`config.mk`:
```
export PLATFORM = sky130hd
export DESIGN_NAME = char_lcd_nibble_sequencer_core_flat
export DESIGN_NICKNAME = d
export VERILOG_FILES = /design/src/lcdns_pkg.sv /design/src/lcdns_if.sv /design/src/char_lcd_nibble_sequencer_core.sv /design/src/lcdns_strobe_gen.sv /design/src/lcdns_out_reg.sv /design/src/flat_wrapper.sv
export SDC_FILE = /design/constraint.sdc
export NUM_CORES = 1
export LEC_CHECK = 0
export BUFFER_PORTS_ARGS = -buffer_cell sky130_fd_sc_hd__buf_2
export CAP_MARGIN = 30
export CELL_PAD_IN_SITES_DETAIL_PLACEMENT = 1
export CELL_PAD_IN_SITES_GLOBAL_PLACEMENT = 1
export CORE_ASPECT_RATIO = 0.9
export CORE_MARGIN = 1.5
export CORE_UTILIZATION = 40
export DETAILED_ROUTE_END_ITERATION = 8
export PLACE_DENSITY = 0.85
export SYNTH_ARGS = -nofsm -noshare
export SYNTH_HDL_FRONTEND = slang
export SYNTH_HIERARCHICAL = 1
export SYNTH_SLANG_ARGS = --single-unit
```
`constraint.sdc`:
```
create_clock -name clk -period 2.6 [get_ports clk]
set_clock_uncertainty 0.05 [all_clocks]
set_input_delay 0.26 -clock clk [delete_from_list [all_inputs] [get_ports clk]]
set_output_delay 0.26 -clock clk [all_outputs]
set_load 0.005 [all_outputs]
```
`src/lcdns_pkg.sv`:
```
// ----------------------------------------------------------------------------
// lcdns_pkg
// Shared types, constants and tables for the character LCD nibble sequencer.
// ----------------------------------------------------------------------------
package lcdns_pkg;

  typedef enum logic [2:0] {
    CMD_INIT     = 3'd0,
    CMD_CLEAR    = 3'd1,
    CMD_DISP_OFF = 3'd2,
    CMD_DISP_ON  = 3'd3,
    CMD_MOVE     = 3'd4,
    CMD_PUT      = 3'd5
  } cmd_t;

  localparam int unsigned BEFORE_W = 14;
  localparam int unsigned AFTER_W  = 13;
  localparam int unsigned IDX_W    = 4;

  localparam logic [IDX_W-1:0] INIT_LAST_IDX = 4'd11;
  localparam logic [IDX_W-1:0] WAKE_STROBES  = 4'd4;

  localparam logic [7:0] BYTE_CLEAR    = 8'h01;
  localparam logic [7:0] BYTE_DISP_OFF = 8'h08;
  localparam logic [7:0] BYTE_DISP_ON  = 8'h0C;
  localparam logic [7:0] BYTE_FUNC_SET = 8'h28;
  localparam logic [7:0] BYTE_ENTRY    = 8'h06;
  localparam logic [7:0] BYTE_SET_ADDR = 8'h80;

  localparam logic [BEFORE_W-1:0] SETUP_US    = 14'd1;
  localparam logic [BEFORE_W-1:0] POWERUP_US  = 14'd15000;
  localparam logic [AFTER_W-1:0]  HOLD_US     = 13'd41;
  localparam logic [AFTER_W-1:0]  CLR_HOLD_US = 13'd2041;
  localparam logic [AFTER_W-1:0]  WAKE0_US    = 13'd4100;
  localparam logic [AFTER_W-1:0]  WAKE1_US    = 13'd100;
  localparam logic [AFTER_W-1:0]  WAKE2_US    = 13'd40;

  localparam logic [3:0] WAKE_NIB = 4'h3;
  localparam logic [3:0] MODE_NIB = 4'h2;

  typedef struct packed {
    logic                rs;
    logic [3:0]          nibble;
    logic [BEFORE_W-1:0] pre;
    logic [AFTER_W-1:0]  after;
    logic                last;
  } strobe_t;

  function automatic logic [7:0] row_base(input logic [1:0] row);
    logic [7:0] base;
    case (row)
      2'd0:    base = 8'h00;
      2'd1:    base = 8'h40;
      2'd2:    base = 8'h14;
      default: base = 8'h54;
    endcase
    return base;
  endfunction

  function automatic logic [7:0] init_byte(input logic [1:0] sel);
    logic [7:0] b;
    case (sel)
      2'd0:    b = BYTE_FUNC_SET;
      2'd1:    b = BYTE_DISP_OFF;
      2'd2:    b = BYTE_CLEAR;
      default: b = BYTE_ENTRY;
    endcase
    return b;
  endfunction

endpackage

```
`src/lcdns_if.sv`:
```
// ----------------------------------------------------------------------------
// lcdns interfaces
// Valid/ready channels for command words and strobe words.
// ----------------------------------------------------------------------------
interface lcdns_cmd_if;
  logic       valid;
  logic       ready;
  logic [2:0] cmd;
  logic [1:0] row;
  logic [7:0] col;
  logic [7:0] character;

  modport source (output valid, cmd, row, col, character, input ready);
  modport sink (input valid, cmd, row, col, character, output ready);
endinterface

interface lcdns_strobe_if;
  logic        valid;
  logic        ready;
  logic        reg_select;
  logic [3:0]  nibble;
  logic [13:0] wait_before_us;
  logic [12:0] wait_after_us;
  logic        last;

  modport source (output valid, reg_select, nibble, wait_before_us, wait_after_us, last,
                  input ready);
  modport sink (input valid, reg_select, nibble, wait_before_us, wait_after_us, last,
                output ready);
endinterface

```
`src/char_lcd_nibble_sequencer_core.sv`:
```
// ----------------------------------------------------------------------------
// char_lcd_nibble_sequencer_core
// Turns LCD command words into 4-bit interface strobe words.
// ----------------------------------------------------------------------------
// a taken command is registered, then its first strobe word enters the result register
// throughput: one strobe word per cycle while the receiver is ready, set by the single
//   result register; unused codes are taken but send no strobe words
// a new command is taken in the cycle the previous command's last strobe is loaded
// reset: synchronous, clears the command and result valid flags only
module char_lcd_nibble_sequencer_core import lcdns_pkg::*; (
  input  logic          clk,
  input  logic          rst,
  lcdns_cmd_if.sink     command,
  lcdns_strobe_if.source strobe
);

  logic             busy;
  cmd_t             cur_cmd;
  logic             cur_rs;
  logic [7:0]       cur_byte;
  logic [IDX_W-1:0] idx;

  cmd_t       in_cmd;
  logic       in_known;
  logic [7:0] in_byte;
  logic       take;
  logic       advance;
  logic       space;
  strobe_t    gen_strobe;

  assign in_cmd   = cmd_t'(command.cmd);
  assign in_known = (command.cmd <= CMD_PUT);
  assign advance  = busy && space;
  assign command.ready = !busy || (advance && gen_strobe.last);
  assign take     = command.valid && command.ready;

  always_comb begin
    case (in_cmd)
      CMD_CLEAR:    in_byte = BYTE_CLEAR;
      CMD_DISP_OFF: in_byte = BYTE_DISP_OFF;
      CMD_DISP_ON:  in_byte = BYTE_DISP_ON;
      CMD_MOVE:     in_byte = BYTE_SET_ADDR + row_base(command.row) + command.col;
      CMD_PUT:      in_byte = command.character;
      default:      in_byte = '0;
    endcase
  end

  always_ff @(posedge clk) begin
    if (rst) begin
      busy <= 1'b0;
    end else if (take) begin
      busy <= in_known;
    end else if (advance && gen_strobe.last) begin
      busy <= 1'b0;
    end
  end

  always_ff @(posedge clk) begin
    if (take) begin
      cur_cmd  <= in_cmd;
      cur_rs   <= (in_cmd == CMD_PUT);
      cur_byte <= in_byte;
      idx      <= '0;
    end else if (advance) begin
      idx <= idx + 1'b1;
    end
  end

  lcdns_strobe_gen u_gen (
    .cmd       (cur_cmd),
    .rs        (cur_rs),
    .data_byte (cur_byte),
    .idx       (idx),
    .strobe    (gen_strobe)
  );

  lcdns_out_reg u_out (
    .clk         (clk),
    .rst         (rst),
    .load        (advance),
    .strobe_next (gen_strobe),
    .space       (space),
    .strobe      (strobe)
  );

`ifndef SYNTHESIS
  a_known_starts: assert property (@(posedge clk) disable iff (rst)
    take && in_known |=> busy && idx == '0)
    else $error("known command did not start");

  a_byte_idx: assert property (@(posedge clk) disable iff (rst)
    busy && cur_cmd != CMD_INIT |-> idx <= 4'd1)
    else $error("byte strobe index out of range");

  a_init_idx: assert property (@(posedge clk) disable iff (rst)
    busy && cur_cmd == CMD_INIT |-> idx <= INIT_LAST_IDX)
    else $error("init strobe index out of range");

  a_advance_loads: assert property (@(posedge clk) disable iff (rst)
    advance |=> strobe.valid && strobe.last == $past(gen_strobe.last))
    else $error("strobe word not registered");
`endif

endmodule

```
`src/lcdns_strobe_gen.sv`:
```
// ----------------------------------------------------------------------------
// lcdns_strobe_gen
// Builds one enable strobe from the held command, its byte and strobe index.
// ----------------------------------------------------------------------------
module lcdns_strobe_gen import lcdns_pkg::*; (
  input  cmd_t             cmd,
  input  logic             rs,
  input  logic [7:0]       data_byte,
  input  logic [IDX_W-1:0] idx,
  output strobe_t          strobe
);

  logic [IDX_W-1:0] byte_idx;
  logic [7:0]       cur_byte;
  logic             clr_hold;

  always_comb begin
    byte_idx = idx - WAKE_STROBES;
    cur_byte = data_byte;
    clr_hold = (cmd == CMD_CLEAR);
    if (cmd == CMD_INIT) begin
      cur_byte = init_byte(byte_idx[2:1]);
      clr_hold = (cur_byte == BYTE_CLEAR);
    end
  end

  always_comb begin
    strobe.rs     = rs;
    strobe.nibble = idx[0] ? cur_byte[3:0] : cur_byte[7:4];
    strobe.pre    = idx[0] ? '0 : SETUP_US;
    strobe.after  = idx[0] ? (clr_hold ? CLR_HOLD_US : HOLD_US) : '0;
    strobe.last   = idx[0];
    if (cmd == CMD_INIT) begin
      strobe.last = (idx == INIT_LAST_IDX);
      if (idx < WAKE_STROBES) begin
        strobe.pre    = '0;
        strobe.nibble = WAKE_NIB;
        case (idx[1:0])
          2'd0: begin
            strobe.pre   = POWERUP_US;
            strobe.after = WAKE0_US;
          end
          2'd1:    strobe.after = WAKE1_US;
          2'd2:    strobe.after = WAKE2_US;
          default: begin
            strobe.after  = WAKE2_US;
            strobe.nibble = MODE_NIB;
          end
        endcase
      end
    end
  end

endmodule

```
`src/lcdns_out_reg.sv`:
```
// ----------------------------------------------------------------------------
// lcdns_out_reg
// Result register driving the strobe channel.
// ----------------------------------------------------------------------------
module lcdns_out_reg import lcdns_pkg::*; (
  input  logic                  clk,
  input  logic                  rst,
  input  logic                  load,
  input  strobe_t               strobe_next,
  output logic                  space,
  lcdns_strobe_if.source        strobe
);

  logic    valid;
  strobe_t data;

  assign space = !valid || strobe.ready;

  always_ff @(posedge clk) begin
    if (rst) begin
      valid <= 1'b0;
    end else if (load) begin
      valid <= 1'b1;
    end else if (strobe.ready) begin
      valid <= 1'b0;
    end
  end

  always_ff @(posedge clk) begin
    if (load) begin
      data <= strobe_next;
    end
  end

  assign strobe.valid          = valid;
  assign strobe.reg_select     = data.rs;
  assign strobe.nibble         = data.nibble;
  assign strobe.wait_before_us = data.pre;
  assign strobe.wait_after_us  = data.after;
  assign strobe.last           = data.last;

endmodule

```
`src/flat_wrapper.sv`:
```
// flat-port wrapper written by rule: the top's interface ports become plain ports
module char_lcd_nibble_sequencer_core_flat import lcdns_pkg::*;
  (clk, rst, command_valid, command_cmd, command_row, command_col, command_character, command_ready, strobe_valid, strobe_reg_select, strobe_nibble, strobe_wait_before_us, strobe_wait_after_us, strobe_last, strobe_ready);
  lcdns_cmd_if command_i ();
  lcdns_strobe_if strobe_i ();
  input  logic clk;
  input  logic rst;
  input wire logic [$bits(command_i.valid)-1:0] command_valid;
  input wire logic [$bits(command_i.cmd)-1:0] command_cmd;
  input wire logic [$bits(command_i.row)-1:0] command_row;
  input wire logic [$bits(command_i.col)-1:0] command_col;
  input wire logic [$bits(command_i.character)-1:0] command_character;
  output wire logic [$bits(command_i.ready)-1:0] command_ready;
  output wire logic [$bits(strobe_i.valid)-1:0] strobe_valid;
  output wire logic [$bits(strobe_i.reg_select)-1:0] strobe_reg_select;
  output wire logic [$bits(strobe_i.nibble)-1:0] strobe_nibble;
  output wire logic [$bits(strobe_i.wait_before_us)-1:0] strobe_wait_before_us;
  output wire logic [$bits(strobe_i.wait_after_us)-1:0] strobe_wait_after_us;
  output wire logic [$bits(strobe_i.last)-1:0] strobe_last;
  input wire logic [$bits(strobe_i.ready)-1:0] strobe_ready;
  assign command_i.valid = command_valid;
  assign command_i.cmd = command_cmd;
  assign command_i.row = command_row;
  assign command_i.col = command_col;
  assign command_i.character = command_character;
  assign command_ready = command_i.ready;
  assign strobe_valid = strobe_i.valid;
  assign strobe_reg_select = strobe_i.reg_select;
  assign strobe_nibble = strobe_i.nibble;
  assign strobe_wait_before_us = strobe_i.wait_before_us;
  assign strobe_wait_after_us = strobe_i.wait_after_us;
  assign strobe_last = strobe_i.last;
  assign strobe_i.ready = strobe_ready;
  char_lcd_nibble_sequencer_core u_core (.clk(clk), .rst(rst), .command(command_i), .strobe(strobe_i));
endmodule
```
==> impl_metrics.tcl, run 1 <==
set metrics [dict create \
    clockPowerShare 0.291 \
    antenna_cells 0 \
    synth_cells 169 \
    core-area_um2 5380 \
    ios 60 \
    fin_crit_sh 0.803 \
    slowest_delay_ns 0.45 \
    post_cts_buffers 0 \
    grt-ovfl-total 0 \
    fmaxAchievable_mhz 479 \
    cts_max_level 2 \
    rows 25 \
    layout-drive-gt1-share 0.373 \
    syn-cell-area_um2 2280 \
    switching_share 0.229 \
    relSlewSlack 0.506 \
    synth_edf_count 45 \
    io_buffers 59 \
    drc 0 \
    synth_cell_types 39 \
    grt_pass1_vias 1293 \
    critPathCaptureType "flip-flop" \
    synth_seq_cells 51 \
    required_ns 2.78 \
    cp_slowest_cell "edfxtp_1" \
    clk_latency_ns 0.30 \
    p_leak_nw 1.09 \
    worst_slew_pin_slew_ns 0.730 \
    status "completed" \
    wl_um 3880 \
    grt_max_degree 24 \
    nNetsFinal 246 \
    instances_no_fill 284 \
    die_h_um 74.6 \
    grt_pass1_wl_um 5890 \
    arrival_ns 2.27 \
    yosys_warnings 6 \
    grt_util_met2 0.239 \
    path_class "flip-flop to flip-flop" \
    root_buffer "clkbuf_8" \
    gp_congestion 0.825 \
    dp_cells 276 \
    p_int_mw 1.38 \
    cts_buffers 5 \
    via_per_inst 4.71 \
    synth_ff_type "edfxtp_1" \
    grt_util_all_layers 0.133 \
    p_per_area_nw_per_um2 680 \
    num_vias 1337 \
    tns_ns 0 \
    nFillCells 582 \
    drv_cap 0 \
    firstDrtPassIters 4 \
    syn_avg_cell_area_um2 13.5 \
    path_common_cell "nand2_1" \
    irDropWorstVdd_uv 243 \
    first_iter_violations 60 \
    rsz0062_at_grt "no" \
    worstPathMaxFanout 13 \
    cp_cell_sequence "nor3_1 > a21boi_0 > nand2_1 > nand2_1 > and2_1 > buf_4 > nor2_1" \
    dieWidth_um 82.5 \
    dieArea_um2 6150 \
    grt_use_met3 0.0356 \
    dp_hpwl_um 3000 \
    switchingPower_mw 0.408 \
    initial_core_util 0.423 \
    cts_num_sinks 51 \
    sequentialPowerShare 0.565 \
    regArea_um2 1470 \
    antenna_found_initial 0 \
    area_growth_pct 15.3 \
    use_met1 0.148 \
    postCtsHoldBufs 0 \
    clockBufferDepth 2 \
    ys_seq_area_frac 0.647 \
    finalPower_mw 1.79 \
    tritoncts "built" \
    multi_input_area_um2 637 \
    synth-async-reset-ratio 0 \
    hp-class "primary input to flip-flop" \
    start_kind "flip-flop" \
    cts.repair.resized 0 \
    clk_pin_slew_ns 0.08 \
    hold_viol_final 0 \
    final_antenna_net_count 0 \
    timing.final.crit_period_ns 2.09 \
    power.combinational.fraction 0.144 \
    finalSetupViolCount 0 \
    grt_most_used_layer "met2" \
    wl_per_cell_um 13.7 \
    report.final.slew_viol_count 0 \
]
## sequential cells by signal, summed over array words and instances, names as in the netlist
signal                              flops
u_core/u_out/strobe.last                1
u_core/busy                             1
u_core/u_out/strobe.reg_select          1
u_core/cur_byte                         8
u_core/cur_cmd                          3
u_core/u_out/strobe.wait_before_us     14
u_core/u_out/strobe.valid               1
u_core/u_out/strobe.nibble              4
u_core/cur_rs                           1
u_core/u_out/strobe.wait_after_us      13
u_core/idx                              4
## critical path: cells and delay by family (launching register included)
family,cells,cell delay [ns]
buffers and inverters,1,0.23
AOI/OAI and AO/OA,1,0.20
and+or+nand+nor,5,1.09
DFF,1,0.45
## metal layers
layer | wire length (um) | part of all wire
met3 | 244 | 0.063
met4 | 63 | 0.016
met5 | 0 | 0
met1 | 1620 | 0.42
met2 | 1960 | 0.50
## synth_stat cells, types with 3 or more instances
master     n  share of area
edfxtp_1  45           0.59
buf_4     20          0.066
nor2_1    12          0.020
nand2_1   10          0.016
dfxtp_1    6          0.053
a21oi_1    5          0.011
a22o_1     5          0.019
clkbuf_1   5         0.0082
ha_1       5          0.027
mux2i_1    5          0.022
nand2b_1   4          0.011
nand3_1    4         0.0088
xnor2_1    4          0.015
a21o_1     3         0.0099
buf_2      3         0.0066
xor2_1     3          0.012
## path summary, 6_finish.rpt
| path | end | cells past startpoint | slack, ns | startpoint |
|---|---|---|---|---|
| hold reg to reg | u_core/u_out/strobe.reg_select$_DFFE_PP_ | 0 | 0.38 | u_core/cur_rs$_DFFE_PP_ |
| setup / recovery | u_core/idx[2]$_SDFFE_PP0P_ | 7 | 0.51 | u_core/cur_cmd[1]$_DFFE_PP_ |
| setup reg to reg | u_core/idx[2]$_SDFFE_PP0P_ | 7 | 0.51 | u_core/cur_cmd[1]$_DFFE_PP_ |
| hold / removal | u_core/u_out/strobe.valid$_SDFFE_PP0P_ | 2 | 0.08 | rst |
## area by class of cell
type,count,share of cell area
repair buffers,62,0.121
clock buffers,5,0.0262
inverters,2,0.00286
flip-flops and latches,51,0.561
well taps,67,0.0319
multi-input cells,94,0.243
clock inverters,3,0.0148
## power by group through the flow
stage / logic [mW] / registers, mW / clock network [mW]
global placement: 0.251 / 1.02 / 0
detailed placement: 0.261 / 1.03 / 0
CTS: 0.262 / 1.01 / 0.540
global route: 0.290 / 1.02 / 0.567
floorplan: 0.179 / 1.03 / 0
finish: 0.257 / 1.01 / 0.520
## cell usage in the layout, fill, tap and decap left out, drive strengths merged, types with 4 or more instances in the layout
master | Yosys | routed
nor3 | 4 | 4
ha | 5 | 5
buf | 24 | 62
nand2b | 5 | 5
clkbuf | 5 | 5
a22o | 5 | 5
edfxtp | 45 | 45
nand3 | 4 | 4
a21oi | 6 | 6
conb | 1 | 8
a21o | 4 | 4
dfxtp | 6 | 6
nor2 | 13 | 13
nand2 | 10 | 10
mux2i | 5 | 5
xnor2 | 4 | 4
## metrics by stage
step,area (um^2),hold WS (ns),utilization,setup slack [ns]
5_1_grt,2630,0.0839,0.488,0.221
6_report,2630,0.0849,0.488,0.511
4_1_cts,2630,0.0768,0.488,0.486
3_3_place_gp,2520,0.363,0.468,0.610
3_5_place_dp,2520,0.363,0.468,0.529
2_1_floorplan,2300,0.272,-,0.253
## logic make-up (layout without fill, tap and decap cells)
kind of cell	Yosys count	count (layout)	synth area share
adders and majority gates	5	5	0.0275
AOI/OAI and AO/OA	22	22	0.0726
buffers and inverters	31	72	0.0858
DFF	51	51	0.647
xor gates and xnor gates	7	7	0.0269
and+or+nand+nor	46	46	0.112
muxes	6	6	0.0269
other	1	8	0.00165
(Power assumes the default switching activity.)
==> inputs of run 2 (changes only) <==
--- a/config.mk
+++ b/config.mk
@@ -5,13 +5,14 @@
 export SDC_FILE = /design/constraint.sdc
 export NUM_CORES = 1
 export LEC_CHECK = 0
+export ABC_AREA = 1
 export BUFFER_PORTS_ARGS = -buffer_cell sky130_fd_sc_hd__buf_2
 export CAP_MARGIN = 30
 export CELL_PAD_IN_SITES_DETAIL_PLACEMENT = 1
 export CELL_PAD_IN_SITES_GLOBAL_PLACEMENT = 1
 export CORE_ASPECT_RATIO = 0.9
 export CORE_MARGIN = 1.5
-export CORE_UTILIZATION = 40
+export CORE_UTILIZATION = 37
 export DETAILED_ROUTE_END_ITERATION = 8
 export PLACE_DENSITY = 0.85
 export SYNTH_ARGS = -nofsm -noshare
==> constraint.sdc (replaced) <==
create_clock -name clk -period 1.8 [get_ports clk]
set_clock_uncertainty 0.05 [all_clocks]
set_input_delay 0.18 -clock clk [delete_from_list [all_inputs] [get_ports clk]]
set_output_delay 0.18 -clock clk [all_outputs]
set_load 0.005 [all_outputs]
==> impl_metrics.tcl, run 2 <==
set metrics [dict create \
    firstDrtPassIters 4 \
    clk_latency_ns 0.30 \
    start_kind "flip-flop" \
    fmaxAchievable_mhz 589 \
    regArea_um2 1470 \
    final_area_um2 2770 \
    synth_top_area_cell "edfxtp_1" \
    synth_seq_cells 51 \
    num_vias 1536 \
    wl_per_cell_um 13.6 \
    yosysMostFrequentCell "edfxtp_1" \
    syn_avg_cell_area_um2 11.5 \
    core-area_um2 6050 \
    dp_cells 322 \
    dieArea_um2 6680 \
    layout_common_cells "buf_2 (59), edfxtp_1 (45), nand2_1 (34)" \
    worstPathMaxFanout 6 \
    p_per_area_nw_per_um2 951 \
    root_buffer "clkbuf_8" \
    report.final.slew_viol_count 0 \
    p_leak_nw 1.18 \
    io_buffers 59 \
    reg2reg_from "u_core/cur_cmd[2]$_DFFE_PP_" \
    area_growth_pct 21.0 \
    grt_pass1_vias 1627 \
    instances_no_fill 332 \
    finalSetupViolCount 0 \
    cp-startpoint "u_core/cur_cmd[2]$_DFFE_PP_" \
    cts_buffers 5 \
    antenna_cells 0 \
    hold_viol_final 0 \
    hp-class "primary input to flip-flop" \
    critPathCaptureType "primary output" \
    grt_util_met2 0.265 \
    path_common_cell "nand2_2" \
    clockBufferDepth 2 \
    synth.top_cell.area_share 0.590 \
    die_h_um 77.7 \
    path_class "flip-flop to primary output" \
    grt_use_met3 0.0383 \
    wl_um 4520 \
    cts_num_sinks 51 \
    final_common_cell "buf_2" \
    status "completed" \
    synth_ff_type "edfxtp_1" \
    cp_cell_sequence "nor2_4 > nand2_2 > inv_4 > nand2_2 > o21ai_2 > nand2_2 > nand2_1 > buf_2" \
    synth_cells 199 \
    drv_cap 0 \
    clk_pin_slew_ns 0.09 \
    ios 60 \
    rsz0062_at_grt "no" \
    via_per_inst 4.63 \
    r2r_end "u_core/cur_byte[1]$_DFFE_PP_" \
    ys_top_cells_by_area "edfxtp_1 (59%), buf_4 (6.6%), nand2_1 (5.9%), dfxtp_1 (5.2%), nand3_1 (3.1%)" \
    grt_most_used_layer "met2" \
    arrival_ns 1.47 \
    largest_reg_flops 14 \
    fin_crit_sh 0.943 \
    yosys_warnings 6 \
    syn-cell-area_um2 2290 \
    gp_congestion 0.782 \
    irDropWorstVdd_uv 299 \
    drc 0 \
    initial_core_util 0.379 \
    synth_cell_types 28 \
    dp_hpwl_um 3490 \
    grt_util_all_layers 0.142 \
    ys_seq_area_frac 0.642 \
    ff2ff_path_depth 8 \
    dpl_cell_area_um2 2630 \
    holdWs_ns 0.0601 \
    layout-drive-gt1-share 0.373 \
    use_met1 0.158 \
    yosys-top-cells-count "edfxtp_1 (45), nand2_1 (36), buf_4 (20)" \
    synth-async-reset-ratio 0 \
    nNetsFinal 289 \
    tritoncts "built" \
    first_iter_violations 62 \
    required_ns 1.57 \
    timing.final.crit_period_ns 1.70 \
    min_from "command_cmd[2]" \
    cp_slowest_cell "edfxtp_1" \
    whs_endpoint "u_core/cur_cmd[2]$_DFFE_PP_" \
    grt_pass1_wl_um 7350 \
    slowest_delay_ns 0.42 \
    finalCoreUtilization 0.459 \
    r2r_setup_slack_ns 0.17 \
    rows 27 \
    final_antenna_net_count 0 \
    holdPathStages 1 \
    synth_edf_count 45 \
    antenna_found_initial 0 \
    cts_max_level 2 \
    grt-ovfl-total 0 \
    multi_input_area_um2 634 \
    dieWidth_um 86.0 \
    nFillCells 673 \
    grt_max_degree 31 \
]
==> run 2: changes by cell type in the layout (fill, tap and decap cells not counted), moves of 4 or more <==
| cell | before | now |
|---|---|---|
| nand2_2 | 0 | 6 |
| inv_1 | 2 | 14 |
| mux2i_1 | 5 | 0 |
| inv_2 | 0 | 4 |
| nand2b_1 | 4 | 0 |
| nand3_1 | 4 | 13 |
| nand2_1 | 10 | 34 |
| xnor2_1 | 4 | 0 |
| o21ai_1 | 0 | 4 |
==> run 2: layout make-up <==
class                           count  area share
Multi-Input combinational cell    113       0.229
Clock buffer                        7      0.0275
Timing Repair Buffer               68       0.141
Inverter                           20      0.0284
Tap cell                           72      0.0325
Clock inverter                      1      0.0108
Sequential cell                    51       0.531
==> run 2: per-stage QoR <==
step | setup WS (ns) | TNS, ns | power [mW]
floorplan | 0.0249 | 0 | 1.72
global placement | 0.0900 | 0 | 1.86
detailed placement | -0.0000405 | -0.0000621 | 1.89
CTS | 0.0249 | 0 | 2.65
global route | 0.0177 | 0 | 2.76
finish | 0.102 | 0 | 2.64
==> run 2: cell families after synthesis <==
family          count (synthesis)  synth area share
simple gates                   79             0.168
compound gates                 19            0.0513
flops                          51             0.642
fa+ha+maj                       5            0.0273
other cells                     1           0.00164
buf+inv                        42             0.102
xor+xnor                        2           0.00764
==> run 2: what timing repair did <==
action | in CTS | in global routing
pin swaps | 2 | 2
gates resized for setup | 5 | 3
hold buffers | 1 | 0
endpoints found under the hold margin | 1 | 0
buffers inserted | 1 | 0
endpoints found under the setup margin | 13 | 1
==> run 2: how the worst max path moves through the flow <==
stage	slack [ns]	end
2_1_floorplan	0.02	u_core/cur_byte[0]$_DFFE_PP_
3_3_place_gp	0.09	u_core/cur_byte[7]$_DFFE_PP_
3_5_place_dp	-0.00004	u_core/cur_byte[6]$_DFFE_PP_
4_1_cts	0.02	command_ready
5_1_grt	0.02	command_ready
6_report	0.10	command_ready
==> run 2: report_power, final <==
part	switching [mW]	leakage [nW]	total (mW)	internal (mW)
sequential	0.0407	0.483	1.46	1.42
clock	0.347	0.0524	0.763	0.416
combinational	0.243	0.641	0.416	0.173
total	0.631	1.18	2.64	2.01
==> run 2: per-layer routing <==
layer  up-vias  wire, um
met1       709      1830
met3         4       268
met2        61      2390
li1        762         -
met5         -         0
met4         0        29
==> run 2: worst max-delay path: cells and delay by family, from the launching register on <==
kind | cells | cell delay, ns
buf+inv | 2 | 0.20
simple gates | 5 | 0.47
compound gates | 1 | 0.08
flops | 1 | 0.42
==> inputs of run 3 (changes only) <==
==> constraint.sdc (replaced) <==
create_clock -name clk -period 1.8 [get_ports clk]
set_clock_uncertainty 0.05 [all_clocks]
set_input_delay 0.09 -clock clk [delete_from_list [all_inputs] [get_ports clk]]
set_output_delay 0.09 -clock clk [all_outputs]
set_load 0.005 [all_outputs]
==> impl_metrics.tcl, run 3 (synthesis results as in run 2) <==
set metrics [dict create \
    dieArea_um2 6680 \
    final_common_cell "buf_2" \
    regArea_um2 1470 \
    io_buffers 59 \
    nFillCells 674 \
    largest_reg_flops 14 \
    ff2ff_path_depth 8 \
    grt-ovfl-total 0 \
    clk_latency_ns 0.30 \
    min_from "command_cmd[0]" \
    r2r_setup_slack_ns 0.02 \
    dpl_cell_area_um2 2630 \
    clk_pin_slew_ns 0.08 \
    status "completed" \
    nNetsFinal 294 \
    multi_input_area_um2 649 \
    initial_core_util 0.379 \
    finalPower_mw 2.65 \
    report.final.slew_viol_count 0 \
    reg2reg_from "u_core/idx[2]$_SDFFE_PP0P_" \
    area_growth_pct 24.1 \
    grt_util_all_layers 0.136 \
    required_ns 1.77 \
    hold_viol_final 0 \
    finalCoreUtilization 0.470 \
    antenna_found_initial 0 \
    arrival_ns 1.75 \
    core-area_um2 6050 \
    rows 27 \
    hp-class "primary input to flip-flop" \
    die_h_um 77.7 \
    antenna_cells 0 \
    cts_max_level 2 \
    ios 60 \
    worstPathMaxFanout 8 \
    critPathCaptureType "flip-flop" \
    dp_hpwl_um 3410 \
    grt_pass1_wl_um 7000 \
    layout_common_cells "buf_2 (59), edfxtp_1 (45), nand2_1 (34)" \
    fin_crit_sh 0.989 \
    path_class "flip-flop to flip-flop" \
    firstDrtPassIters 4 \
    final_area_um2 2840 \
    via_per_inst 4.72 \
    grt_max_degree 28 \
    root_buffer "clkbuf_8" \
    start_kind "flip-flop" \
    p_leak_nw 1.22 \
    gp_congestion 0.822 \
    tritoncts "built" \
    timing.final.crit_period_ns 1.78 \
    clockBufferDepth 2 \
    finalSetupViolCount 0 \
    num_vias 1590 \
    holdPathStages 1 \
    r2r_end "u_core/cur_byte[0]$_DFFE_PP_" \
    wl_per_cell_um 13.6 \
    grt_pass1_vias 1532 \
    wl_um 4570 \
    first_iter_violations 40 \
    fmaxAchievable_mhz 562 \
    layout-drive-gt1-share 0.377 \
    cts_num_sinks 51 \
    drc 0 \
    whs_endpoint "u_core/cur_cmd[0]$_DFFE_PP_" \
    final_antenna_net_count 0 \
    drv_cap 0 \
    dieWidth_um 86.0 \
    p_per_area_nw_per_um2 932 \
    cts_buffers 5 \
    irDropWorstVdd_uv 298 \
]
[run 3: changes by cell type in the layout (fill, tap and decap cells not counted)]
cell | before | now
nor2_2 | 1 | 2
buf_4 | 6 | 9
dlygate4sd3_1 | 1 | 2
dfxtp_2 | 1 | 0
o21ai_2 | 1 | 0
o21ai_4 | 0 | 1
nand2_4 | 0 | 1
clkbuf_16 | 0 | 1
dfxtp_1 | 5 | 6
nand2_2 | 6 | 5
inv_2 | 4 | 3
inv_1 | 14 | 15
nor2_1 | 14 | 13
[run 3: critical path, cell delays in order (launching register included)]
cell and delay [ns]:
dfxtp_1 0.34, inv_1 0.15, nand3_2 0.13, nor2_2 0.17, nand2_4 0.08, o21ai_4 0.07, nand2_2 0.10, a21boi_4 0.22
clkbuf_16 0.19
[run 3: layout make-up]
| type | count | share of cell area |
|---|---|---|
| sequential | 51 | 0.517 |
| multi-input combinational | 113 | 0.228 |
| timing repair buffer | 73 | 0.158 |
| tap | 72 | 0.0317 |
| inverter | 20 | 0.0277 |
| clock buffer | 7 | 0.0268 |
| clock inverter | 1 | 0.0106 |
[run 3: layer usage]
metal  wire length, um  global-route usage
met1              1860               0.153
met2              2440               0.250
met3               238              0.0362
met4                32              0.0387
met5                 0                   0
[run 3: power by group]
part,internal [mW],leakage [nW],switching [mW]
logic,0.194,0.687,0.247
clock network,0.416,0.0524,0.338
registers,1.42,0.483,0.0395
total,2.03,1.22,0.625
[run 3: what timing repair did]
action / CTS / global route
resized for setup: 0 / 9
hold buffers: 2 / 0
setup endpoints to repair: 0 / 17
endpoints found under the hold margin: 3 / 0
setup buffers: 0 / 4
[run 3: how the worst max path moves through the flow]
stage	from	endpoint	slack, ns	cells past startpoint
final	u_core/idx[2]$_SDFFE_PP0P_	u_core/cur_byte[0]$_DFFE_PP_	0.02	8
after global routing	u_core/idx[2]$_SDFFE_PP0P_	u_core/cur_byte[3]$_DFFE_PP_	-0.05	8
after CTS	u_core/cur_cmd[2]$_DFFE_PP_	u_core/cur_byte[4]$_DFFE_PP_	0.007	8
after detailed placement	u_core/cur_cmd[2]$_DFFE_PP_	u_core/cur_byte[4]$_DFFE_PP_	0.02	8
after global placement	u_core/cur_cmd[2]$_DFFE_PP_	u_core/cur_byte[1]$_DFFE_PP_	0.09	8
after floorplan	u_core/cur_cmd[2]$_DFFE_PP_	u_core/cur_byte[0]$_DFFE_PP_	0.02	7
[run 3: through the flow]
| step | std cells | hold slack [ns] | worst slack [ns] | TNS (ns) |
|---|---|---|---|---|
| 5_1_grt | 337 | 0.0104 | -0.0513 | -0.359 |
| 4_1_cts | 332 | 0.00733 | 0.00661 | 0 |
| 6_report | 337 | 0.0113 | 0.0199 | 0 |
| 3_3_place_gp | 322 | 0.222 | 0.0908 | 0 |
| 3_5_place_dp | 322 | 0.227 | 0.0182 | 0 |
| 2_1_floorplan | 206 | 0.102 | 0.0249 | 0 |
